--- src/nmea_pkg.sv ---
// Package for the NMEA RMC sentence parser: phase codes, character constants and helpers.
// No dependencies.
`default_nettype none
package nmea_pkg;

    typedef enum logic [4:0] {
        PH_IDLE, PH_TALK, PH_UTC, PH_STAT, PH_LATD, PH_LATM, PH_LATH, PH_LOND,
        PH_LONM, PH_LONH, PH_SPD, PH_TRK, PH_DATE, PH_MVAR, PH_MDIR, PH_STAR, PH_CSUM
    } phase_t;

    localparam int UTC_FAIL_COUNT_DEF     = 10;
    localparam int MINUTES_FAIL_COUNT_DEF = 9;
    localparam int NUMBER_FAIL_COUNT_DEF  = 10;

    localparam logic [7:0] CH_DOLLAR = 8'h24;
    localparam logic [7:0] CH_STAR   = 8'h2A;
    localparam logic [7:0] CH_COMMA  = 8'h2C;
    localparam logic [7:0] CH_DOT    = 8'h2E;
    localparam logic [7:0] CH_CR     = 8'h0D;
    localparam logic [7:0] CH_LF     = 8'h0A;
    localparam logic [7:0] CH_A      = 8'h41;
    localparam logic [7:0] CH_L      = 8'h4C;
    localparam logic [7:0] CH_N      = 8'h4E;
    localparam logic [7:0] CH_S      = 8'h53;
    localparam logic [7:0] CH_E      = 8'h45;
    localparam logic [7:0] CH_W      = 8'h57;

    localparam logic [23:0] SAT24 = 24'hFFFFFF;

    function automatic logic is_dig(input logic [7:0] c);
        return (c >= 8'h30) && (c <= 8'h39);
    endfunction

    function automatic logic is_alpha(input logic [7:0] c);
        return ((c >= 8'h41) && (c <= 8'h5A)) || ((c >= 8'h61) && (c <= 8'h7A));
    endfunction

    // Decimal accumulate; scale_sel 1: 1/10000 units (4 frac digits), 0: 1/100 (2).
    function automatic logic [27:0] num_char(input logic [23:0] acc, input logic [7:0] c,
                                             input logic [3:0] dt, input logic scale_sel);
        logic [2:0]  cnt;
        logic [3:0]  d;
        logic [35:0] v;
        logic [13:0] place;
        logic [2:0]  fracmax;
        logic [3:0]  dt_n;
        logic [23:0] acc_n;
        cnt     = dt[2:0];
        d       = c[3:0];
        fracmax = scale_sel ? 3'd4 : 3'd2;
        dt_n    = dt;
        acc_n   = acc;
        v       = '0;
        if (cnt == 3'd7) begin
            acc_n = acc;
        end else if (c == CH_DOT) begin
            dt_n = dt[3] ? 4'hF : 4'h8;
        end else if (!dt[3]) begin
            v = {12'd0, acc} * 36'd10 + 36'(d) * (scale_sel ? 36'd10000 : 36'd100);
            acc_n = (v > 36'(SAT24)) ? SAT24 : v[23:0];
        end else if (cnt < fracmax) begin
            case ({scale_sel, cnt[1:0]})
                3'b100:  place = 14'd1000;
                3'b101:  place = 14'd100;
                3'b110:  place = 14'd10;
                3'b111:  place = 14'd1;
                3'b000:  place = 14'd10;
                default: place = 14'd1;
            endcase
            v = {12'd0, acc} + 36'(d) * 36'(place);
            acc_n = (v > 36'(SAT24)) ? SAT24 : v[23:0];
            dt_n = {1'b1, cnt + 3'd1};
        end
        return {dt_n, acc_n};
    endfunction

endpackage
`default_nettype wire

--- src/nmea_rmc_sentence_parser_top.sv ---
// NMEA RMC sentence parser top level: per-byte parse state machine and result register.
// Depends on nmea_pkg.
//
// channel | direction | payload
// s_      | in        | s_rx_byte
// m_      | out       | utc, lat, lon, hemispheres, speed, track
//
// One byte per cycle; the parse state updates at each accepted transaction.
// A result with a matching checksum appears in the output register the cycle after the LF is accepted.
// Input stalls only while a result is held and m_ready is low.
// Reset (aresetn low, synchronous) returns the parser to idle.
`default_nettype none
module nmea_rmc_sentence_parser_top #(
    parameter int UTC_FAIL_COUNT     = nmea_pkg::UTC_FAIL_COUNT_DEF,
    parameter int MINUTES_FAIL_COUNT = nmea_pkg::MINUTES_FAIL_COUNT_DEF,
    parameter int NUMBER_FAIL_COUNT  = nmea_pkg::NUMBER_FAIL_COUNT_DEF
) (
    input  wire logic        aclk,
    input  wire logic        aresetn,
    input  wire logic        s_valid,
    output logic             s_ready,
    input  wire logic [7:0]  s_rx_byte,
    output logic             m_valid,
    input  wire logic        m_ready,
    output logic [6:0]       m_utc_hours,
    output logic [6:0]       m_utc_minutes,
    output logic [6:0]       m_utc_seconds,
    output logic [6:0]       m_lat_degrees,
    output logic [23:0]      m_lat_minutes_fx,
    output logic             m_lat_south,
    output logic [9:0]       m_lon_degrees,
    output logic [23:0]      m_lon_minutes_fx,
    output logic             m_lon_west,
    output logic [23:0]      m_speed_centi,
    output logic [23:0]      m_track_centi
);
    import nmea_pkg::*;

    localparam logic [3:0] UTC_FAIL = 4'(UTC_FAIL_COUNT);
    localparam logic [3:0] MIN_FAIL = 4'(MINUTES_FAIL_COUNT);
    localparam logic [3:0] NUM_FAIL = 4'(NUMBER_FAIL_COUNT);

    phase_t      phase_reg, phase_next;
    logic [3:0]  cnt_reg, cnt_next;
    logic        comma_reg, comma_next;
    logic [1:0]  le_reg, le_next;
    logic [7:0]  xor_reg, xor_next;
    logic [7:0]  chk_reg, chk_next;
    logic [23:0] utc_reg, utc_next;
    logic [31:0] lat_reg, lat_next;
    logic [34:0] lon_reg, lon_next;
    logic [23:0] spd_reg, spd_next;
    logic [23:0] trk_reg, trk_next;
    logic [3:0]  dt_reg, dt_next;
    logic        emit;

    logic [3:0]  cnt_b;
    logic [27:0] nc;
    logic [4:0]  hx;
    logic        take;
    logic [3:0]  fail_n, minc;
    logic        dot_ok;
    logic [10:0] deg;
    logic [3:0]  d;

    logic        out_valid_reg;
    logic [6:0]  o_h_reg, o_m_reg, o_s_reg, o_latd_reg;
    logic [23:0] o_latm_reg, o_lonm_reg, o_spd_reg, o_trk_reg;
    logic        o_south_reg, o_west_reg;
    logic [9:0]  o_lond_reg;

    wire logic c_acc = s_valid && s_ready;
    wire logic [7:0] c = s_rx_byte;

    assign s_ready = !out_valid_reg || m_ready;

    always_comb begin
        phase_next = phase_reg; cnt_next = cnt_reg; comma_next = comma_reg;
        le_next = le_reg; xor_next = xor_reg; chk_next = chk_reg; utc_next = utc_reg;
        lat_next = lat_reg; lon_next = lon_reg; spd_next = spd_reg; trk_next = trk_reg;
        dt_next = dt_reg; emit = 1'b0; take = 1'b0;
        d = c[3:0];
        cnt_b = (cnt_reg < 4'd15) ? cnt_reg + 4'd1 : cnt_reg;
        nc = '0; deg = '0;
        fail_n = 4'd0; minc = 4'd0; dot_ok = 1'b0;
        hx = 5'h10;
        if (is_dig(c)) hx = {1'b0, d};
        else if ((c >= 8'h41 && c <= 8'h46) || (c >= 8'h61 && c <= 8'h66))
            hx = {1'b0, c[3:0] + 4'd9};
        if (phase_reg >= PH_TALK && phase_reg <= PH_MDIR) xor_next = xor_reg ^ c;

        unique case (phase_reg)
            PH_UTC:  begin fail_n = UTC_FAIL; minc = 4'd6; end
            PH_LATM, PH_LONM: begin fail_n = MIN_FAIL; minc = 4'd2; dot_ok = 1'b1; end
            PH_SPD, PH_TRK: begin fail_n = NUM_FAIL; minc = 4'd1; dot_ok = 1'b1; end
            PH_DATE: minc = 4'd6;
            PH_MVAR: begin minc = 4'd1; dot_ok = 1'b1; end
            default: ;
        endcase

        unique case (phase_reg)
            PH_IDLE: begin
                cnt_next = '0; comma_next = 1'b0; le_next = '0; dt_next = '0;
                if (c == CH_DOLLAR) begin
                    xor_next = '0; chk_next = '0; phase_next = PH_TALK;
                end
            end
            PH_TALK: begin
                if (c == CH_STAR || c == CH_CR || c == CH_LF || c == CH_L) begin
                    phase_next = PH_IDLE; cnt_next = '0; comma_next = 1'b0;
                end else if (c == CH_COMMA) begin
                    comma_next = 1'b1;
                end else if (cnt_reg > 4'd5 || !is_alpha(c)) begin
                    phase_next = PH_IDLE; cnt_next = '0; comma_next = 1'b0;
                end else begin
                    cnt_next = cnt_reg + 4'd1;
                end
                if (phase_next == PH_TALK && cnt_next == 4'd5 && comma_next) begin
                    phase_next = PH_UTC; cnt_next = '0; comma_next = 1'b0;
                    le_next = '0; dt_next = '0;
                end
            end
            PH_UTC, PH_LATM, PH_LONM, PH_SPD, PH_TRK, PH_DATE, PH_MVAR: begin
                if (is_dig(c) || (dot_ok && c == CH_DOT)) begin
                    cnt_next = cnt_b;
                    if (fail_n != 4'd0 && cnt_b >= fail_n) begin
                        phase_next = PH_IDLE; cnt_next = '0; comma_next = 1'b0;
                        le_next = '0; dt_next = '0;
                    end else begin
                        take = 1'b1;
                    end
                end else begin
                    phase_next = (c == CH_COMMA && cnt_reg >= minc)
                        ? phase_t'(phase_reg + 5'd1) : PH_IDLE;
                    cnt_next = '0; comma_next = 1'b0; le_next = '0; dt_next = '0;
                end
                if (take) begin
                    case (phase_reg)
                        PH_UTC: begin
                            case (cnt_b)
                                4'd1: utc_next[3:0]   = d;
                                4'd2: utc_next[7:4]   = d;
                                4'd3: utc_next[11:8]  = d;
                                4'd4: utc_next[15:12] = d;
                                4'd5: utc_next[19:16] = d;
                                4'd6: utc_next[23:20] = d;
                                default: ;
                            endcase
                        end
                        PH_LATM: begin
                            nc = num_char((cnt_b == 4'd1) ? 24'd0 : lat_reg[23:0], c,
                                          dt_reg, 1'b1);
                            lat_next[23:0] = nc[23:0]; dt_next = nc[27:24];
                        end
                        PH_LONM: begin
                            nc = num_char((cnt_b == 4'd1) ? 24'd0 : lon_reg[23:0], c,
                                          dt_reg, 1'b1);
                            lon_next[23:0] = nc[23:0]; dt_next = nc[27:24];
                        end
                        PH_SPD: begin
                            nc = num_char((cnt_b == 4'd1) ? 24'd0 : spd_reg, c, dt_reg, 1'b0);
                            spd_next = nc[23:0]; dt_next = nc[27:24];
                        end
                        PH_TRK: begin
                            nc = num_char((cnt_b == 4'd1) ? 24'd0 : trk_reg, c, dt_reg, 1'b0);
                            trk_next = nc[23:0]; dt_next = nc[27:24];
                        end
                        default: ;
                    endcase
                end
            end
            PH_STAT, PH_LATH, PH_LONH: begin
                if ((phase_reg == PH_STAT && c == CH_A) ||
                    (phase_reg == PH_LATH && (c == CH_N || c == CH_S)) ||
                    (phase_reg == PH_LONH && (c == CH_E || c == CH_W))) begin
                    cnt_next = cnt_b;
                    if (cnt_b > 4'd1) begin
                        phase_next = PH_IDLE; cnt_next = '0; comma_next = 1'b0;
                        le_next = '0; dt_next = '0;
                    end else if (phase_reg == PH_LATH) begin
                        lat_next[31] = (c == CH_S);
                    end else if (phase_reg == PH_LONH) begin
                        lon_next[34] = (c == CH_W);
                    end
                end else begin
                    phase_next = (c == CH_COMMA && cnt_reg == 4'd1)
                        ? phase_t'(phase_reg + 5'd1) : PH_IDLE;
                    cnt_next = '0; comma_next = 1'b0; le_next = '0; dt_next = '0;
                end
            end
            PH_LATD, PH_LOND: begin
                if (!is_dig(c)) begin
                    phase_next = PH_IDLE; cnt_next = '0; comma_next = 1'b0;
                    le_next = '0; dt_next = '0;
                end else begin
                    if (phase_reg == PH_LATD) begin
                        deg = (cnt_reg == 4'd0) ? 11'd0 : {4'd0, lat_reg[30:24]} * 11'd10;
                        deg = deg + 11'(d);
                        lat_next[30:24] = deg[6:0];
                    end else begin
                        deg = (cnt_reg == 4'd0) ? 11'd0 : 11'(lon_reg[33:24] * 10'd10);
                        deg = deg + 11'(d);
                        lon_next[33:24] = deg[9:0];
                    end
                    cnt_next = cnt_b;
                    if ((phase_reg == PH_LATD && cnt_b == 4'd2) ||
                        (phase_reg == PH_LOND && cnt_b == 4'd3)) begin
                        phase_next = phase_t'(phase_reg + 5'd1); cnt_next = '0;
                        comma_next = 1'b0; le_next = '0; dt_next = '0;
                    end
                end
            end
            PH_MDIR, PH_STAR: begin
                if ((phase_reg == PH_MDIR && (c == CH_E || c == CH_W)) ||
                    (phase_reg == PH_STAR && c == CH_STAR))
                    phase_next = phase_t'(phase_reg + 5'd1);
                else phase_next = PH_IDLE;
                cnt_next = '0; comma_next = 1'b0; le_next = '0; dt_next = '0;
            end
            PH_CSUM: begin
                if (!hx[4] && cnt_reg < 4'd2 && le_reg == 2'd0) begin
                    chk_next = {chk_reg[3:0], hx[3:0]};
                    cnt_next = cnt_reg + 4'd1;
                end else if (c == CH_CR && cnt_reg == 4'd2 && le_reg == 2'd0) begin
                    le_next = 2'd1;
                end else begin
                    if (c == CH_LF && cnt_reg == 4'd2 && le_reg == 2'd1)
                        emit = (chk_reg == xor_reg);
                    phase_next = PH_IDLE; cnt_next = '0; comma_next = 1'b0;
                    le_next = '0; dt_next = '0;
                end
            end
            default: begin
                phase_next = PH_IDLE; cnt_next = '0; comma_next = 1'b0;
                le_next = '0; dt_next = '0;
            end
        endcase
    end

    always_ff @(posedge aclk) begin
        if (!aresetn) begin
            phase_reg <= PH_IDLE; cnt_reg <= '0; comma_reg <= 1'b0; le_reg <= '0;
            xor_reg <= '0; chk_reg <= '0; utc_reg <= '0; lat_reg <= '0; lon_reg <= '0;
            spd_reg <= '0; trk_reg <= '0; dt_reg <= '0; out_valid_reg <= 1'b0;
        end else begin
            if (c_acc) begin
                phase_reg <= phase_next; cnt_reg <= cnt_next; comma_reg <= comma_next;
                le_reg <= le_next; xor_reg <= xor_next; chk_reg <= chk_next;
                utc_reg <= utc_next; lat_reg <= lat_next; lon_reg <= lon_next;
                spd_reg <= spd_next; trk_reg <= trk_next; dt_reg <= dt_next;
            end
            if (c_acc && emit) out_valid_reg <= 1'b1;
            else if (m_ready) out_valid_reg <= 1'b0;
        end
    end

    always_ff @(posedge aclk) begin
        if (c_acc && emit) begin
            o_h_reg    <= 7'(utc_reg[3:0] * 7'd10) + 7'(utc_reg[7:4]);
            o_m_reg    <= 7'(utc_reg[11:8] * 7'd10) + 7'(utc_reg[15:12]);
            o_s_reg    <= 7'(utc_reg[19:16] * 7'd10) + 7'(utc_reg[23:20]);
            o_latd_reg <= lat_reg[30:24];
            o_latm_reg <= lat_reg[23:0];
            o_south_reg <= lat_reg[31];
            o_lond_reg <= lon_reg[33:24];
            o_lonm_reg <= lon_reg[23:0];
            o_west_reg <= lon_reg[34];
            o_spd_reg  <= spd_reg;
            o_trk_reg  <= trk_reg;
        end
    end

    assign m_valid = out_valid_reg;
    assign m_utc_hours = o_h_reg;
    assign m_utc_minutes = o_m_reg;
    assign m_utc_seconds = o_s_reg;
    assign m_lat_degrees = o_latd_reg;
    assign m_lat_minutes_fx = o_latm_reg;
    assign m_lat_south = o_south_reg;
    assign m_lon_degrees = o_lond_reg;
    assign m_lon_minutes_fx = o_lonm_reg;
    assign m_lon_west = o_west_reg;
    assign m_speed_centi = o_spd_reg;
    assign m_track_centi = o_trk_reg;
endmodule
`default_nettype wire

--- config.mk ---
export PLATFORM = sky130hd
export DESIGN_NAME = nmea_rmc_sentence_parser_top
export DESIGN_NICKNAME = d
export VERILOG_FILES = /design/src/nmea_pkg.sv /design/src/nmea_rmc_sentence_parser_top.sv
export SDC_FILE = /design/constraint.sdc
export NUM_CORES = 1
export LEC_CHECK = 0
export ABC_CLOCK_PERIOD_IN_PS = 17800
export BUFFER_PORTS_ARGS = -buffer_cell sky130_fd_sc_hd__buf_2
export CORE_AREA = 5 5 299 301
export DETAILED_ROUTE_END_ITERATION = 8
export DIE_AREA = 0 0 304 306
export PLACE_DENSITY = 0.58
export SLEW_MARGIN = 20
export SYNTH_ARGS = -nofsm -noshare
export SYNTH_HDL_FRONTEND = slang
export SYNTH_SLANG_ARGS = --single-unit
--- constraint.sdc ---
create_clock -name aclk -period 17.8 [get_ports aclk]
set_input_delay 2.67 -clock aclk [delete_from_list [all_inputs] [get_ports aclk]]
set_output_delay 2.67 -clock aclk [all_outputs]
set_load 0.005 [all_outputs]
==> results.toml <==
[yosys]
yosysUniqueCellTypes = 101
synth_top_area_cell = "ha_1"
ys.flop_type = "dfxtp_1"
ys_warn_count = 0
synth.area.top_cells = "ha_1 15%, edfxtp_1 14%, dfxtp_1 11%, a21oi_1 5.1%, xnor2_1 5.1%"
synth_edf_count = 136
avgSynthCellArea_um2 = 8.241
syn_area_um2 = 29990
synth_cells = 3639
yosysSeqAreaShare_pct = 25.03
synth_top_area_share_pct = 14.89
ys_async_sr_fraction_pct = 0
synth-seq-cells = 307

[global_routing]
use_met3_pct = 3.313
gr-usage-met2_pct = 32.34
grt_max_degree = 142
grt_pass1_wl_um = 152800
grt_overflow = 0
busiest_layer = "met2"
grtUsageMet1_pct = 28.06
antenna_found_initial = 5
grt_pass1_vias = 26250
track_usage_pct = 20.10

[layout]
largest_reg_flops = 35
fillers = 8770
n_antenna_cell = 0
multiInputGateArea_um2 = 21060
fin_nets = 4152
layout_commonest_cell = "ha_1"
seq_area_um2 = 7511
mostFrequentLayoutCells = "357 x ha_1, 330 x nand2_1, 306 x a21oi_1"
fin_area_um2 = 33390
area_growth_pct = 11.34
drive_above_1_share_pct = 8.649

[min_path]
min_path_type = "reg2reg"

[power]
p_leak_nw = 14.51
ir_worst_vdd_mv = 0.06310
powerDensity_nw_per_um2 = 56.27

[setup_path]
arrival_ps = 8840
crit_type = "in2reg"
crit_required_ps = 18210
cp-start-kind = "input port"
end_kind = "register"
cp_max_fo = 26

[sta]
hold-worst-slack_ps = 444.8
fin_crit_sh_pct = 47.34
maxSlewHeadroom_pct = 24.59
finClkSkew_ps = 25.07
fmax_mhz = 118.7
post-route-min-period_ps = 8427
fin_tns_setup_ps = 0
rsz0062_at_grt = "false"
tightestPinTransition_ps = 1124
slew_violations = 0
finalSetupViolCount = 0
hold_viol_final = 0

[clocking]
clk_latency_ps = 570
h-tree-depth = 2
cts_root_buf = "clkbuf_16"
cts.sinks = 307
path_clk_slew_ps = 60
cts_buffers = 40
postCtsSetupRepairBufs = 0
clockBufferDepth = 3
cts_tree = "done"
ctsHoldBuffers = 0
cts.repair.resized = 0

[floorplan]
start_util_pct = 34.73
die_h_um = 306
ios = 150
core_area_um2 = 86350
die-area_um2 = 93020
row_count = 108
die_width_um = 304

[routing]
firstDrtPassIters = 6
routed_wl_um = 97990
avgRoutedWirePerCell_um = 19.99
drt_iter0_markers = 2292
drc_errors = 0
vias = 27530
antenna_left = 0
avgViaCountPerCell = 5.618

[place]
hpwl_um = 74350
place_congestion = 0.9348
placed_area_um2 = 31940
io_buffers = 149

[status]
status = "complete, no violations"

[job]
drv_cap = 0
[per-stage QoR]
step	total power (W)	utilization (%)	setup slack, ps	instances
final	0.001879	38.67	9373	4901
after detailed placement	0.0009964	37.00	8847	4827
after floorplan	0.0009309	-	564.3	3641
after CTS	0.001901	38.67	9417	4901
after global placement	0.0009956	37.00	9002	4827
after global routing	0.001962	38.67	8857	4901
[synthesized netlist by cell type (39+ instances only)]
cell and count:
ha_1 357, nand2_1 330, a21oi_1 306, nor2_1 293, inv_1 226, o21ai_0 176
xnor2_1 174, dfxtp_1 171, clkbuf_1 146, edfxtp_1 136, nand3_1 112, xor2_1 92
nor3_1 86, a21o_1 79, and2_1 79, and3_1 71, fa_1 69, a31oi_1 40
o211ai_1 40, nor2b_1 39
[kinds of logic after synthesis]
group | share of synthesized area (%)
buffers and inverters | 4.936
xor gates and xnor gates | 7.768
muxes | 1.097
other | 0.02504
and+or+nand+nor | 19.69
AOI/OAI and AO/OA | 21.95
adders and majority gates | 19.50
DFF | 25.03
[final cells by class]
| type | count | area share, % |
|---|---|---|
| Clock buffer | 49 | 3.316 |
| Multi-Input combinational cell | 2944 | 63.09 |
| Tap cell | 1155 | 4.328 |
| Timing Repair Buffer | 187 | 3.125 |
| Sequential cell | 307 | 22.49 |
| Clock inverter | 25 | 1.012 |
| Inverter | 234 | 2.638 |
[power by group]
part	internal (W)	switching [W]
logic	0.0000959	0.000160
clock network	0.000549	0.000344
registers	0.000729	0.0000000865
[worst paths after layout]
check	start	to	slack, ps	cells past startpoint
max	s_rx_byte[1]	spd_reg[19]	9370	22
min	lon_reg[33]	m_lon_degrees[9]	440	0
max reg2reg	cnt_reg[1]	spd_reg[19]	9470	27
min reg2reg	lon_reg[33]	m_lon_degrees[9]	440	0
[critical path, stage by stage]
cell       delay, ps
buf_2             70
buf_4            400
clkinv_1         530
ha_1             610
ha_1             220
inv_1             60
fa_1             400
inv_1             80
a31oi_1          100
xnor2_1          410
ha_1             270
a2111oi_0        160
inv_1             80
o22ai_1           60
o21bai_1         180
nor3b_1          400
or4b_4           560
nor4_2           190
mux2i_1          250
a31oi_2          330
nor2_2           580
a311oi_2         180
[layer usage]
layer  vias to the layer above  part of all wire, %
met4                         0                  2.6
li1                      13380                    -
met3                       134                  6.6
met1                     13060                   46
met5                         -                    0
met2                       959                   45
Power figures use the tool's default switching activity.
